### src/rtl/psp_pkg.sv
// Package for the pending slot pool: sizes, codes, control types and helpers.
`default_nettype none
package psp_pkg;

  localparam int MAX_SLOTS = 64;
  localparam int MIN_SLOTS = 1;
  localparam int SLOT_AW   = $clog2(MAX_SLOTS);
  localparam int CNT_W     = $clog2(MAX_SLOTS + 1);
  localparam int CFG_W     = 7;
  localparam int HANDLE_W  = 31;
  localparam int CMD_W     = 2;
  localparam int STATUS_W  = 2;

  typedef enum logic [CMD_W-1:0] {
    CMD_PUT     = 2'd0,
    CMD_GET     = 2'd1,
    CMD_RELEASE = 2'd2,
    CMD_NOP     = 2'd3
  } cmd_t;

  typedef enum logic [STATUS_W-1:0] {
    ST_OK           = 2'd0,
    ST_FULL         = 2'd1,
    ST_NONE_PENDING = 2'd2,
    ST_NOT_FOUND    = 2'd3
  } status_t;

  typedef enum logic [1:0] {
    SLOT_FREE    = 2'd0,
    SLOT_PENDING = 2'd1,
    SLOT_USING   = 2'd2
  } slot_state_t;

  typedef enum logic [1:0] {
    S_IDLE,
    S_SCAN,
    S_UPDATE,
    S_DONE
  } fsm_state_t;

  // controller -> datapath
  typedef struct packed {
    logic accept;
    logic scan;
    logic commit;
    logic load_out;
  } dp_cmd_t;

  // datapath -> controller
  typedef struct packed {
    logic quick;
    logic hit;
    logic exhausted;
    logic out_free;
  } dp_sts_t;

  function automatic logic [CNT_W-1:0] clamp_cap(input logic [CFG_W-1:0] v);
    logic [CNT_W-1:0] r;
    if (int'(v) < MIN_SLOTS) r = CNT_W'(MIN_SLOTS);
    else if (int'(v) > MAX_SLOTS) r = CNT_W'(MAX_SLOTS);
    else r = CNT_W'(v);
    return r;
  endfunction

endpackage
`default_nettype wire

### src/rtl/psp_if.sv
// Valid/ready channel interfaces for requests and responses of the slot pool.
`default_nettype none
interface psp_req_if;
  logic                          valid;
  logic                          ready;
  logic [psp_pkg::CMD_W-1:0]     command;
  logic [psp_pkg::HANDLE_W-1:0]  handle;

  modport source (output valid, output command, output handle, input ready);
  modport sink (input valid, input command, input handle, output ready);
endinterface

interface psp_rsp_if;
  logic                          valid;
  logic                          ready;
  logic [psp_pkg::STATUS_W-1:0]  status;
  logic [psp_pkg::HANDLE_W-1:0]  handle_out;
  logic [psp_pkg::CNT_W-1:0]     occupied;

  modport source (output valid, output status, output handle_out, output occupied,
                  input ready);
  modport sink (input valid, input status, input handle_out, input occupied,
                output ready);
endinterface
`default_nettype wire

### src/rtl/psp_datapath.sv
// Slot pool datapath: slot memories, scan address/compare, counters, result register.
`default_nettype none
module psp_datapath (
  input  wire logic                            clk,
  input  wire logic                            rst,
  input  wire logic                            cfg_we,
  input  wire logic [psp_pkg::CFG_W-1:0]       cfg_wdata,
  input  wire psp_pkg::dp_cmd_t                cmd,
  output      psp_pkg::dp_sts_t                sts,
  input  wire logic [psp_pkg::CMD_W-1:0]       req_command,
  input  wire logic [psp_pkg::HANDLE_W-1:0]    req_handle,
  input  wire logic                            rsp_ready,
  output      logic                            rsp_valid,
  output      logic [psp_pkg::STATUS_W-1:0]    rsp_status,
  output      logic [psp_pkg::HANDLE_W-1:0]    rsp_handle_out,
  output      logic [psp_pkg::CNT_W-1:0]       rsp_occupied
);

  psp_pkg::slot_state_t              state_mem [psp_pkg::MAX_SLOTS];
  logic [psp_pkg::HANDLE_W-1:0]      handle_mem [psp_pkg::MAX_SLOTS];
  logic [psp_pkg::MAX_SLOTS-1:0]     vld;

  logic [psp_pkg::CNT_W-1:0]         cap;
  logic [psp_pkg::CNT_W-1:0]         count;
  logic [psp_pkg::SLOT_AW-1:0]       ptr;

  psp_pkg::cmd_t                     cmd_q;
  logic [psp_pkg::HANDLE_W-1:0]      handle_q;

  logic [psp_pkg::SLOT_AW-1:0]       rd_idx;
  logic [psp_pkg::CNT_W-1:0]         issued;
  logic [psp_pkg::CNT_W-1:0]         checked;
  logic                              rd_pend;
  logic [psp_pkg::SLOT_AW-1:0]       rd_addr_q;
  psp_pkg::slot_state_t              rd_state_q;
  logic                              rd_vld_q;
  logic [psp_pkg::HANDLE_W-1:0]      rd_handle_q;

  logic [psp_pkg::SLOT_AW-1:0]       hit_addr;
  psp_pkg::status_t                  res_status;
  logic [psp_pkg::HANDLE_W-1:0]      res_handle;

  psp_pkg::cmd_t                     req_cmd;
  psp_pkg::slot_state_t              eff_state;
  psp_pkg::slot_state_t              new_state;
  psp_pkg::status_t                  miss_status;
  logic                              match;
  logic                              can_issue;
  logic [psp_pkg::SLOT_AW-1:0]       start_idx;
  logic [psp_pkg::SLOT_AW-1:0]       rd_idx_next;

  assign req_cmd   = psp_pkg::cmd_t'(req_command);
  assign eff_state = rd_vld_q ? rd_state_q : psp_pkg::SLOT_FREE;
  assign can_issue = issued < cap;
  assign start_idx = ({1'b0, ptr} < cap) ? ptr : '0;
  assign rd_idx_next = ({1'b0, rd_idx} == cap - psp_pkg::CNT_W'(1)) ? '0
                     : rd_idx + psp_pkg::SLOT_AW'(1);

  always_comb begin
    match       = 1'b0;
    new_state   = psp_pkg::SLOT_FREE;
    miss_status = psp_pkg::ST_OK;
    case (cmd_q)
      psp_pkg::CMD_PUT: begin
        match       = eff_state == psp_pkg::SLOT_FREE;
        new_state   = psp_pkg::SLOT_PENDING;
        miss_status = psp_pkg::ST_FULL;
      end
      psp_pkg::CMD_GET: begin
        match       = eff_state == psp_pkg::SLOT_PENDING;
        new_state   = psp_pkg::SLOT_USING;
        miss_status = psp_pkg::ST_NONE_PENDING;
      end
      psp_pkg::CMD_RELEASE: begin
        match       = (eff_state != psp_pkg::SLOT_FREE) && (rd_handle_q == handle_q);
        new_state   = psp_pkg::SLOT_FREE;
        miss_status = psp_pkg::ST_NOT_FOUND;
      end
      default: begin
        match = 1'b0;
      end
    endcase
  end

  assign sts.quick     = (req_cmd == psp_pkg::CMD_NOP)
                      || ((req_cmd == psp_pkg::CMD_PUT) && (count >= cap));
  assign sts.hit       = rd_pend && match;
  assign sts.exhausted = rd_pend && !match && (checked == cap - psp_pkg::CNT_W'(1));
  assign sts.out_free  = !rsp_valid || rsp_ready;

  // slot memories: one write port, one registered read port
  always_ff @(posedge clk) begin
    if (cmd.commit) begin
      state_mem[hit_addr] <= new_state;
      if (cmd_q == psp_pkg::CMD_PUT) begin
        handle_mem[hit_addr] <= handle_q;
      end
    end
    if (cmd.scan) begin
      rd_state_q  <= state_mem[rd_idx];
      rd_handle_q <= handle_mem[rd_idx];
    end
  end

  // slot valid bits: a slot not valid reads as free
  always_ff @(posedge clk) begin
    if (rst || cfg_we) begin
      vld <= '0;
    end else if (cmd.commit) begin
      if (cmd_q == psp_pkg::CMD_PUT) begin
        vld[hit_addr] <= 1'b1;
      end else if (cmd_q == psp_pkg::CMD_RELEASE) begin
        vld[hit_addr] <= 1'b0;
      end
    end
  end

  always_ff @(posedge clk) begin
    if (rst) begin
      cap   <= psp_pkg::clamp_cap(psp_pkg::CFG_W'(psp_pkg::MAX_SLOTS));
      count <= '0;
      ptr   <= '0;
    end else if (cfg_we) begin
      cap   <= psp_pkg::clamp_cap(cfg_wdata);
      count <= '0;
      ptr   <= '0;
    end else if (cmd.commit) begin
      case (cmd_q)
        psp_pkg::CMD_PUT: begin
          count <= count + psp_pkg::CNT_W'(1);
          ptr   <= hit_addr;
        end
        psp_pkg::CMD_GET: begin
          ptr <= hit_addr;
        end
        psp_pkg::CMD_RELEASE: begin
          if (count != '0) begin
            count <= count - psp_pkg::CNT_W'(1);
          end
        end
        default: begin
          ptr <= ptr;
        end
      endcase
    end
  end

  // scan sequencing
  always_ff @(posedge clk) begin
    if (rst) begin
      rd_pend <= 1'b0;
      issued  <= '0;
      checked <= '0;
      rd_idx  <= '0;
    end else if (cmd.accept) begin
      rd_pend <= 1'b0;
      issued  <= '0;
      checked <= '0;
      rd_idx  <= start_idx;
    end else if (cmd.scan) begin
      rd_pend <= can_issue;
      if (can_issue) begin
        issued <= issued + psp_pkg::CNT_W'(1);
        rd_idx <= rd_idx_next;
      end
      if (rd_pend) begin
        checked <= checked + psp_pkg::CNT_W'(1);
      end
    end
  end

  always_ff @(posedge clk) begin
    if (cmd.scan) begin
      rd_addr_q <= rd_idx;
      rd_vld_q  <= vld[rd_idx];
    end
  end

  always_ff @(posedge clk) begin
    if (cmd.accept) begin
      cmd_q      <= req_cmd;
      handle_q   <= req_handle;
      res_handle <= '0;
      res_status <= (req_cmd == psp_pkg::CMD_PUT) ? psp_pkg::ST_FULL : psp_pkg::ST_OK;
    end else if (cmd.scan && sts.hit) begin
      hit_addr   <= rd_addr_q;
      res_status <= psp_pkg::ST_OK;
      res_handle <= (cmd_q == psp_pkg::CMD_GET) ? rd_handle_q : '0;
    end else if (cmd.scan && sts.exhausted) begin
      res_status <= miss_status;
      res_handle <= '0;
    end
  end

  // result register
  always_ff @(posedge clk) begin
    if (rst) begin
      rsp_valid <= 1'b0;
    end else if (cmd.load_out) begin
      rsp_valid <= 1'b1;
    end else if (rsp_ready) begin
      rsp_valid <= 1'b0;
    end
  end

  always_ff @(posedge clk) begin
    if (cmd.load_out) begin
      rsp_status     <= res_status;
      rsp_handle_out <= res_handle;
      rsp_occupied   <= count;
    end
  end

endmodule
`default_nettype wire

### src/rtl/psp_ctrl.sv
// Slot pool controller: sequences accept, slot scan, slot update and result load.
`default_nettype none
module psp_ctrl (
  input  wire logic              clk,
  input  wire logic              rst,
  input  wire logic              req_valid,
  output      logic              req_ready,
  output      psp_pkg::dp_cmd_t  cmd,
  input  wire psp_pkg::dp_sts_t  sts
);

  psp_pkg::fsm_state_t state;
  psp_pkg::fsm_state_t state_next;

  always_ff @(posedge clk) begin
    if (rst) begin
      state <= psp_pkg::S_IDLE;
    end else begin
      state <= state_next;
    end
  end

  always_comb begin
    state_next = state;
    case (state)
      psp_pkg::S_IDLE: begin
        if (req_valid) begin
          state_next = sts.quick ? psp_pkg::S_DONE : psp_pkg::S_SCAN;
        end
      end
      psp_pkg::S_SCAN: begin
        if (sts.hit) begin
          state_next = psp_pkg::S_UPDATE;
        end else if (sts.exhausted) begin
          state_next = psp_pkg::S_DONE;
        end
      end
      psp_pkg::S_UPDATE: begin
        state_next = psp_pkg::S_DONE;
      end
      psp_pkg::S_DONE: begin
        if (sts.out_free) begin
          state_next = psp_pkg::S_IDLE;
        end
      end
      default: begin
        state_next = psp_pkg::S_IDLE;
      end
    endcase
  end

  always_comb begin
    req_ready    = 1'b0;
    cmd          = '0;
    case (state)
      psp_pkg::S_IDLE: begin
        req_ready  = 1'b1;
        cmd.accept = req_valid;
      end
      psp_pkg::S_SCAN: begin
        cmd.scan = 1'b1;
      end
      psp_pkg::S_UPDATE: begin
        cmd.commit = 1'b1;
      end
      psp_pkg::S_DONE: begin
        cmd.load_out = sts.out_free;
      end
      default: begin
        req_ready = 1'b0;
      end
    endcase
  end

endmodule
`default_nettype wire

### src/rtl/pending_slot_pool_core.sv
// Pending slot pool top level: controller, datapath and channel hookup.
//
// Handle pool of psp_pkg::MAX_SLOTS slots, each free, pending or in use.
// req channel (valid/ready): command (put, get, release, nop) and handle.
// rsp channel (valid/ready): status, handle_out (get only) and occupied count.
// cfg_we/cfg_wdata write the capacity (clamped to 1..64) and empty the pool;
// write only while no request is in flight.
// Each get, release, or put into a pool that is not full scans the active
// slots circularly from the scan pointer, one slot per cycle through the
// registered read port of the slot memories. A nop or a put into a full pool
// skips the scan and goes straight to the result stage.
// One request is worked on at a time; the next request transfer is taken once
// the response is loaded into the output register, even while it still waits.
// A stalled response holds the pool in the result stage until the receiver
// takes it. Reset frees all slots at once, capacity 64, pointer and count zero.
`default_nettype none
module pending_slot_pool_core (
  input  wire logic                       clk,
  input  wire logic                       rst,
  input  wire logic                       cfg_we,
  input  wire logic [psp_pkg::CFG_W-1:0]  cfg_wdata,
  psp_req_if.sink                         req,
  psp_rsp_if.source                       rsp
);

  psp_pkg::dp_cmd_t dp_cmd;
  psp_pkg::dp_sts_t dp_sts;

  psp_ctrl u_ctrl (
    .clk       (clk),
    .rst       (rst),
    .req_valid (req.valid),
    .req_ready (req.ready),
    .cmd       (dp_cmd),
    .sts       (dp_sts)
  );

  psp_datapath u_dp (
    .clk            (clk),
    .rst            (rst),
    .cfg_we         (cfg_we),
    .cfg_wdata      (cfg_wdata),
    .cmd            (dp_cmd),
    .sts            (dp_sts),
    .req_command    (req.command),
    .req_handle     (req.handle),
    .rsp_ready      (rsp.ready),
    .rsp_valid      (rsp.valid),
    .rsp_status     (rsp.status),
    .rsp_handle_out (rsp.handle_out),
    .rsp_occupied   (rsp.occupied)
  );

  a_busy_after_transfer: assert property (@(posedge clk) disable iff (rst)
    req.valid && req.ready |=> !req.ready)
    else $error("request taken while previous one still in flight");

  a_failed_no_handle: assert property (@(posedge clk) disable iff (rst)
    rsp.valid && (rsp.status != psp_pkg::ST_OK) |-> rsp.handle_out == '0)
    else $error("failed operation returned a handle");

  a_reset_clean: assert property (@(posedge clk)
    rst |=> !rsp.valid && req.ready)
    else $error("pool not idle after reset");

  a_occupied_bound: assert property (@(posedge clk) disable iff (rst)
    rsp.valid |-> rsp.occupied <= psp_pkg::CNT_W'(psp_pkg::MAX_SLOTS))
    else $error("occupied count beyond pool size");

endmodule
`default_nettype wire

### src/flat_wrapper.sv
// flat-port wrapper written by rule: the top's interface ports become plain ports
module pending_slot_pool_core_flat 
  (clk, rst, cfg_we, cfg_wdata, req_valid, req_command, req_handle, req_ready, rsp_valid, rsp_status, rsp_handle_out, rsp_occupied, rsp_ready);
  psp_req_if req_i ();
  psp_rsp_if rsp_i ();
  input  wire logic clk;
  input  wire logic rst;
  input  wire logic cfg_we;
  input  wire logic [psp_pkg::CFG_W-1:0] cfg_wdata;
  input wire logic [$bits(req_i.valid)-1:0] req_valid;
  input wire logic [$bits(req_i.command)-1:0] req_command;
  input wire logic [$bits(req_i.handle)-1:0] req_handle;
  output wire logic [$bits(req_i.ready)-1:0] req_ready;
  output wire logic [$bits(rsp_i.valid)-1:0] rsp_valid;
  output wire logic [$bits(rsp_i.status)-1:0] rsp_status;
  output wire logic [$bits(rsp_i.handle_out)-1:0] rsp_handle_out;
  output wire logic [$bits(rsp_i.occupied)-1:0] rsp_occupied;
  input wire logic [$bits(rsp_i.ready)-1:0] rsp_ready;
  assign req_i.valid = req_valid;
  assign req_i.command = req_command;
  assign req_i.handle = req_handle;
  assign req_ready = req_i.ready;
  assign rsp_valid = rsp_i.valid;
  assign rsp_status = rsp_i.status;
  assign rsp_handle_out = rsp_i.handle_out;
  assign rsp_occupied = rsp_i.occupied;
  assign rsp_i.ready = rsp_ready;
  pending_slot_pool_core u_core (.clk(clk), .rst(rst), .cfg_we(cfg_we), .cfg_wdata(cfg_wdata), .req(req_i), .rsp(rsp_i));
endmodule
### config.mk
export PLATFORM = sky130hd
export DESIGN_NAME = pending_slot_pool_core_flat
export DESIGN_NICKNAME = d
export VERILOG_FILES = /design/src/rtl/psp_pkg.sv /design/src/rtl/psp_if.sv /design/src/rtl/psp_datapath.sv /design/src/rtl/psp_ctrl.sv /design/src/rtl/pending_slot_pool_core.sv /design/src/flat_wrapper.sv
export SDC_FILE = /design/constraint.sdc
export NUM_CORES = 2
export LEC_CHECK = 0
export BUFFER_PORTS_ARGS = -buffer_cell sky130_fd_sc_hd__buf_2
export CAP_MARGIN = 40
export CORE_AREA = 2 2 555 557
export CTS_CLUSTER_SIZE = 28
export DETAILED_ROUTE_END_ITERATION = 10
export DIE_AREA = 0 0 557 559
export SYNTH_ARGS = -nofsm -noshare
export SYNTH_HDL_FRONTEND = slang
export SYNTH_HIERARCHICAL = 1
export SYNTH_SLANG_ARGS = --single-unit
### constraint.sdc
create_clock -name clk -period 5.21 [get_ports clk]
set_input_delay 0 -clock clk [delete_from_list [all_inputs] [get_ports clk]]
set_output_delay 0 -clock clk [all_outputs]
set_load 0.02 [all_outputs]
==> metrics.md <==
| Metric | Value |
|---|---|
| Initial Util | `0.300` |
| Worst r2r path cells | `9` |
| Worst Setup End Kind | `flop` |
| P per Cell Area | `between 400 and 500 nW/um^2` |
| Synth Area in Simple Gates | `0.0170` |
| H-tree levels | `4` |
| Register area share after synthesis | `0.764` |
| Worst Setup EP | `u_core/u_dp/res_handle[13]` |
| Synth Area in Adders | `0.00526` |
| Share of cells above drive strength 1 | `0.303` |
| DR WL/cell | `about 28 um` |
| Outcome | `finished, final reports clean` |
| Max Slew Vio Count | `0` |
| Register bit total from synthesis | `2372` |
| Setup_tns | `0 ns` |
| Final Hold Violating Endpoints | `0` |
| # fillers | `28100` |
| CP cell instances | `xnor2_1 > nand4_1 > nor3_1 > a31oi_1 > buf_4 > nor4_1 > buf_4 > and2_2 > a22o_1` |
| Total Wirelength | `246 mm` |
| Worst path max stage delay | `~0.67 ns` |
| Least-Margin Pin Slew | `approximately 0.96 ns` |
| Slowest CP cell | `xnor2_1` |
| Largest family of logic cells by synthesized area | `multiplexers` |
| Antenna-violating nets left | `0` |
| I/O Pins | `just under 90` |
| Initial antenna violation count | `15` |
| Placer congestion estimate | `0.837` |
| Largest net degree at the start of global routing | `slightly above 80` |
| Synthesized netlist cell count | `between 4000 and 5000` |
| Unique masters post-synth | `62` |
| Post-Synth XOR/XNOR Area | `0.00624` |
| Leakage power | `between 30 and 40 nW` |
| R2R Path Start | `u_core/u_dp/rd_handle_q[11]` |
| Mapped Area | `91400 sq um` |
| Final setup violation count | `0` |
| Number of global-route vias before repair | `around 45000` |
| GRT Total Usage | `0.155` |
| Clock Skew | `a little under 0.1 ns` |
| Multi-input logic area | `20300 sq um` |
| Area grow syn2layout | `16.3%` |
| Crit Path Class | `flop to flop` |
| Clock latency on the worst-skew pair | `just over 0.9 ns` |
| Vias | `around 45000` |
| Cell taking the most area after synthesis | `edfxtp_1` |
| Number of synthesized flops with an enable pin | `roughly 2200` |
| Number of synthesis warnings | `6` |
| Vert. Die Dim | `559 um` |
| Maximum vdd drop | `about 0.00037 V` |
| Pwr Total | `between 50 and 60 mW` |
| IO buf count | `86` |
| Peak Freq | `~0.25 GHz` |
| Min cycle time layout | `3.95 ns` |
| Syn_area_per_cell | `roughly 22 sq um` |
| Clock Sinks | `around 2400` |
| Setup slack at placement | `1.49 ns` |
| GRT Residual Overflow | `0` |
| DR pass1 iterations | `6` |
| First-pass GRT wire length | `348 mm` |
| CP Launch Type | `flop` |
| Register area | `69900 sq um` |
| Post-DP HPWL | `between 150 and 200 mm` |
| Post-synthesis compound-gate area fraction | `0.0165` |
| Post-synthesis mux area share | `0.177` |
| Chip Width | `between 500 and 600 um` |
| RSZ-0062 raised after global routing | `no` |
| CP most frequent cell | `buf_4` |
| Longest Clk Path Bufs | `4` |
| Worst Path Max Fanout | `31` |
| Hold Crit Class | `input port to flop` |
| Clk slew on worst S/H paths | `about 0.06 ns` |
| Max-cap viol count | `0` |
| Area of the die | `just over 300000 sq um` |
| Placeable Area | `between 300000 and 400000 sq um` |
| Root Driver | `clkbuf_16` |
| Critical path data arrival time | `4.73 ns` |
| Top cell type's share of synthesized area | `0.734` |
| # nets final | `4575` |
| Synth Flop Type | `edfxtp_1` |
| Net Count, Synth | `~4200` |
| DRC | `0` |
| Reg2Reg Setup Slack | `around 1.3 ns` |
| Final core occ | `0.348` |
| CTS tree | `yes` |
| Drt via density | `between 5 and 6` |
| TritonCTS buffer count | `235` |
| Tcrit/Tclk final | `0.759` |
| DRC marker count from the first detailed-route iteration | `about 5700` |
| Reg2reg end | `u_core/u_dp/res_handle[13]` |
| Relative slew margins | `0.362` |
| Worst hold slack | `between 0.003 and 0.004 ns` |
| # rows | `around 200` |
| Setup WS post-layout | `roughly 1.3 ns` |
| Critical Path RT | `approximately 6 ns` |
| CP startpoint | `u_core/u_dp/rd_handle_q[11]` |
| Area contributors post-synth | `edfxtp_1 73%, mux4_2 17%, dfxtp_1 3.0%, o21ai_0 0.51%, nand2_1 0.50%` |
| FFs w/ async S/R, synth | `0` |
## where the power goes
part           total, mW  internal (mW)  switching (mW)
combinational       11.4           5.18            6.25
clock               16.4           9.23            7.14
sequential          22.5           22.1           0.408
## Yosys cell counts (3+ instances only)
master    number
a211oi_1       5
a21o_1         5
a21oi_1       90
a22o_1        31
a22oi_1        5
a31oi_1        4
and2_1         5
and3_1         4
buf_1         30
buf_2         52
buf_4         16
clkbuf_1     110
dfxtp_1      139
edfxtp_1    2233
ha_1          36
inv_1         87
mux2_2        13
mux2i_1       21
mux4_2       702
nand2_1      121
nand2b_1       7
nand3_1       16
nand3b_1       7
nand4_1       10
nor2_1       116
nor2b_1        4
nor3_1         9
nor3b_1        4
nor4_1         7
o21a_1         4
o21ai_0       93
o21ai_1        4
o22ai_1        3
o31ai_1        3
or2_2          8
or3_1          7
or3b_2         3
xnor2_1       47
xor2_1        13
## sequential cells by signal (all words and copies together), names as in the netlist, named ones only
signal                      flops
u_core/u_dp/handle_mem       1984
u_core/u_dp/state_mem         128
u_core/u_dp/handle_q           31
u_core/u_dp/rd_handle_q        31
u_core/u_dp/res_handle         31
u_core/u_dp/rsp_handle_out     31
u_core/u_dp/cap                 7
u_core/u_dp/checked             7
u_core/u_dp/count               7
u_core/u_dp/issued              7
u_core/u_dp/rsp_occupied        7
u_core/u_dp/hit_addr            6
u_core/u_dp/ptr                 6
u_core/u_dp/rd_addr_q           6
u_core/u_dp/rd_idx              6
u_core/u_ctrl/state             2
u_core/u_dp/cmd_q               2
u_core/u_dp/rd_state_q          2
u_core/u_dp/res_status          2
u_core/u_dp/rsp_status          2
u_core/u_dp/rd_pend             1
u_core/u_dp/rd_vld_q            1
u_core/u_dp/rsp_valid           1
## area by class of cell
type | instances | share of cell area
inverter | 87 | 0.00315
multi-input combinational | 1431 | 0.191
timing repair buffer | 366 | 0.0309
clock buffer | 292 | 0.0581
sequential | 2372 | 0.657
tap | 4100 | 0.0483
antenna | 6 | 0.000141
clock inverter | 135 | 0.0110
## cell usage in the layout, fill, tap and decap left out, drive strengths merged, types with 16 or more instances in the layout
cell type and n:
nor2 116, xnor2 47, a21oi 91, bufinv 17
buf 281, mux2i 21, dfxtp 139, clkbuf 292
mux4 702, clkinv 110, inv 84, nand2 121
a22o 31, nand3 16, edfxtp 2233, dlygate4sd3 85
o21ai 97, ha 36
## worst min-delay path by stage
stage / from / endpoint / slack, ns / depth (start not counted)
2_1_floorplan: rst / u_core/u_ctrl/state[1] / 0.06 / 1
3_3_place_gp: req_handle[27] / u_core/u_dp/handle_q[27] / 0.18 / 1
3_5_place_dp: req_handle[26] / u_core/u_dp/handle_q[26] / 0.18 / 1
4_1_cts: req_command[1] / u_core/u_dp/cmd_q[1] / 0.002 / 2
5_1_grt: req_handle[30] / u_core/u_dp/handle_q[30] / 0.006 / 2
6_report: req_handle[30] / u_core/u_dp/handle_q[30] / 0.004 / 2
## what timing repair did
action	4_1_cts	5_1_grt
gates resized for setup	0	0
setup buffers	0	0
hold endpoints to repair	84	1
hold buffers	84	1
## cells by family (layout without fill, tap and decap cells)
kind of cell,after synthesis,count (layout)
other cells,0,6
xor+xnor,62,62
buf+inv,297,880
mux,736,736
fa+ha+maj,38,38
simple gates,339,339
flops,2372,2372
compound gates,256,256
## per-layer routing
layer	share of wire	vias to the layer above	wire length [um]	global-route usage
li1	-	18000	-	-
met1	0.41	24200	101000	0.216
met2	0.48	2202	118000	0.248
met3	0.080	382	19800	0.0278
met4	0.031	12	7740	0.0467
met5	0.00032	-	80	0
## stage by stage
stage	instances	cell area, sq um
5_1_grt	8783	106000
6_report	8789	106000
3_3_place_gp	8251	97700
4_1_cts	8782	106000
2_1_floorplan	4100	91400
3_5_place_dp	8271	98100
## worst max-delay path: cells and delay by family (launching register included)
family                    cells  cell delay [ns]
and+or+nand+nor               4             1.90
xor gates and xnor gates      1             0.67
DFF                           1             0.50
buffers and inverters         2             0.39
AOI/OAI and AO/OA             2             0.36
Note: power is estimated with default switching activity, not from simulation.
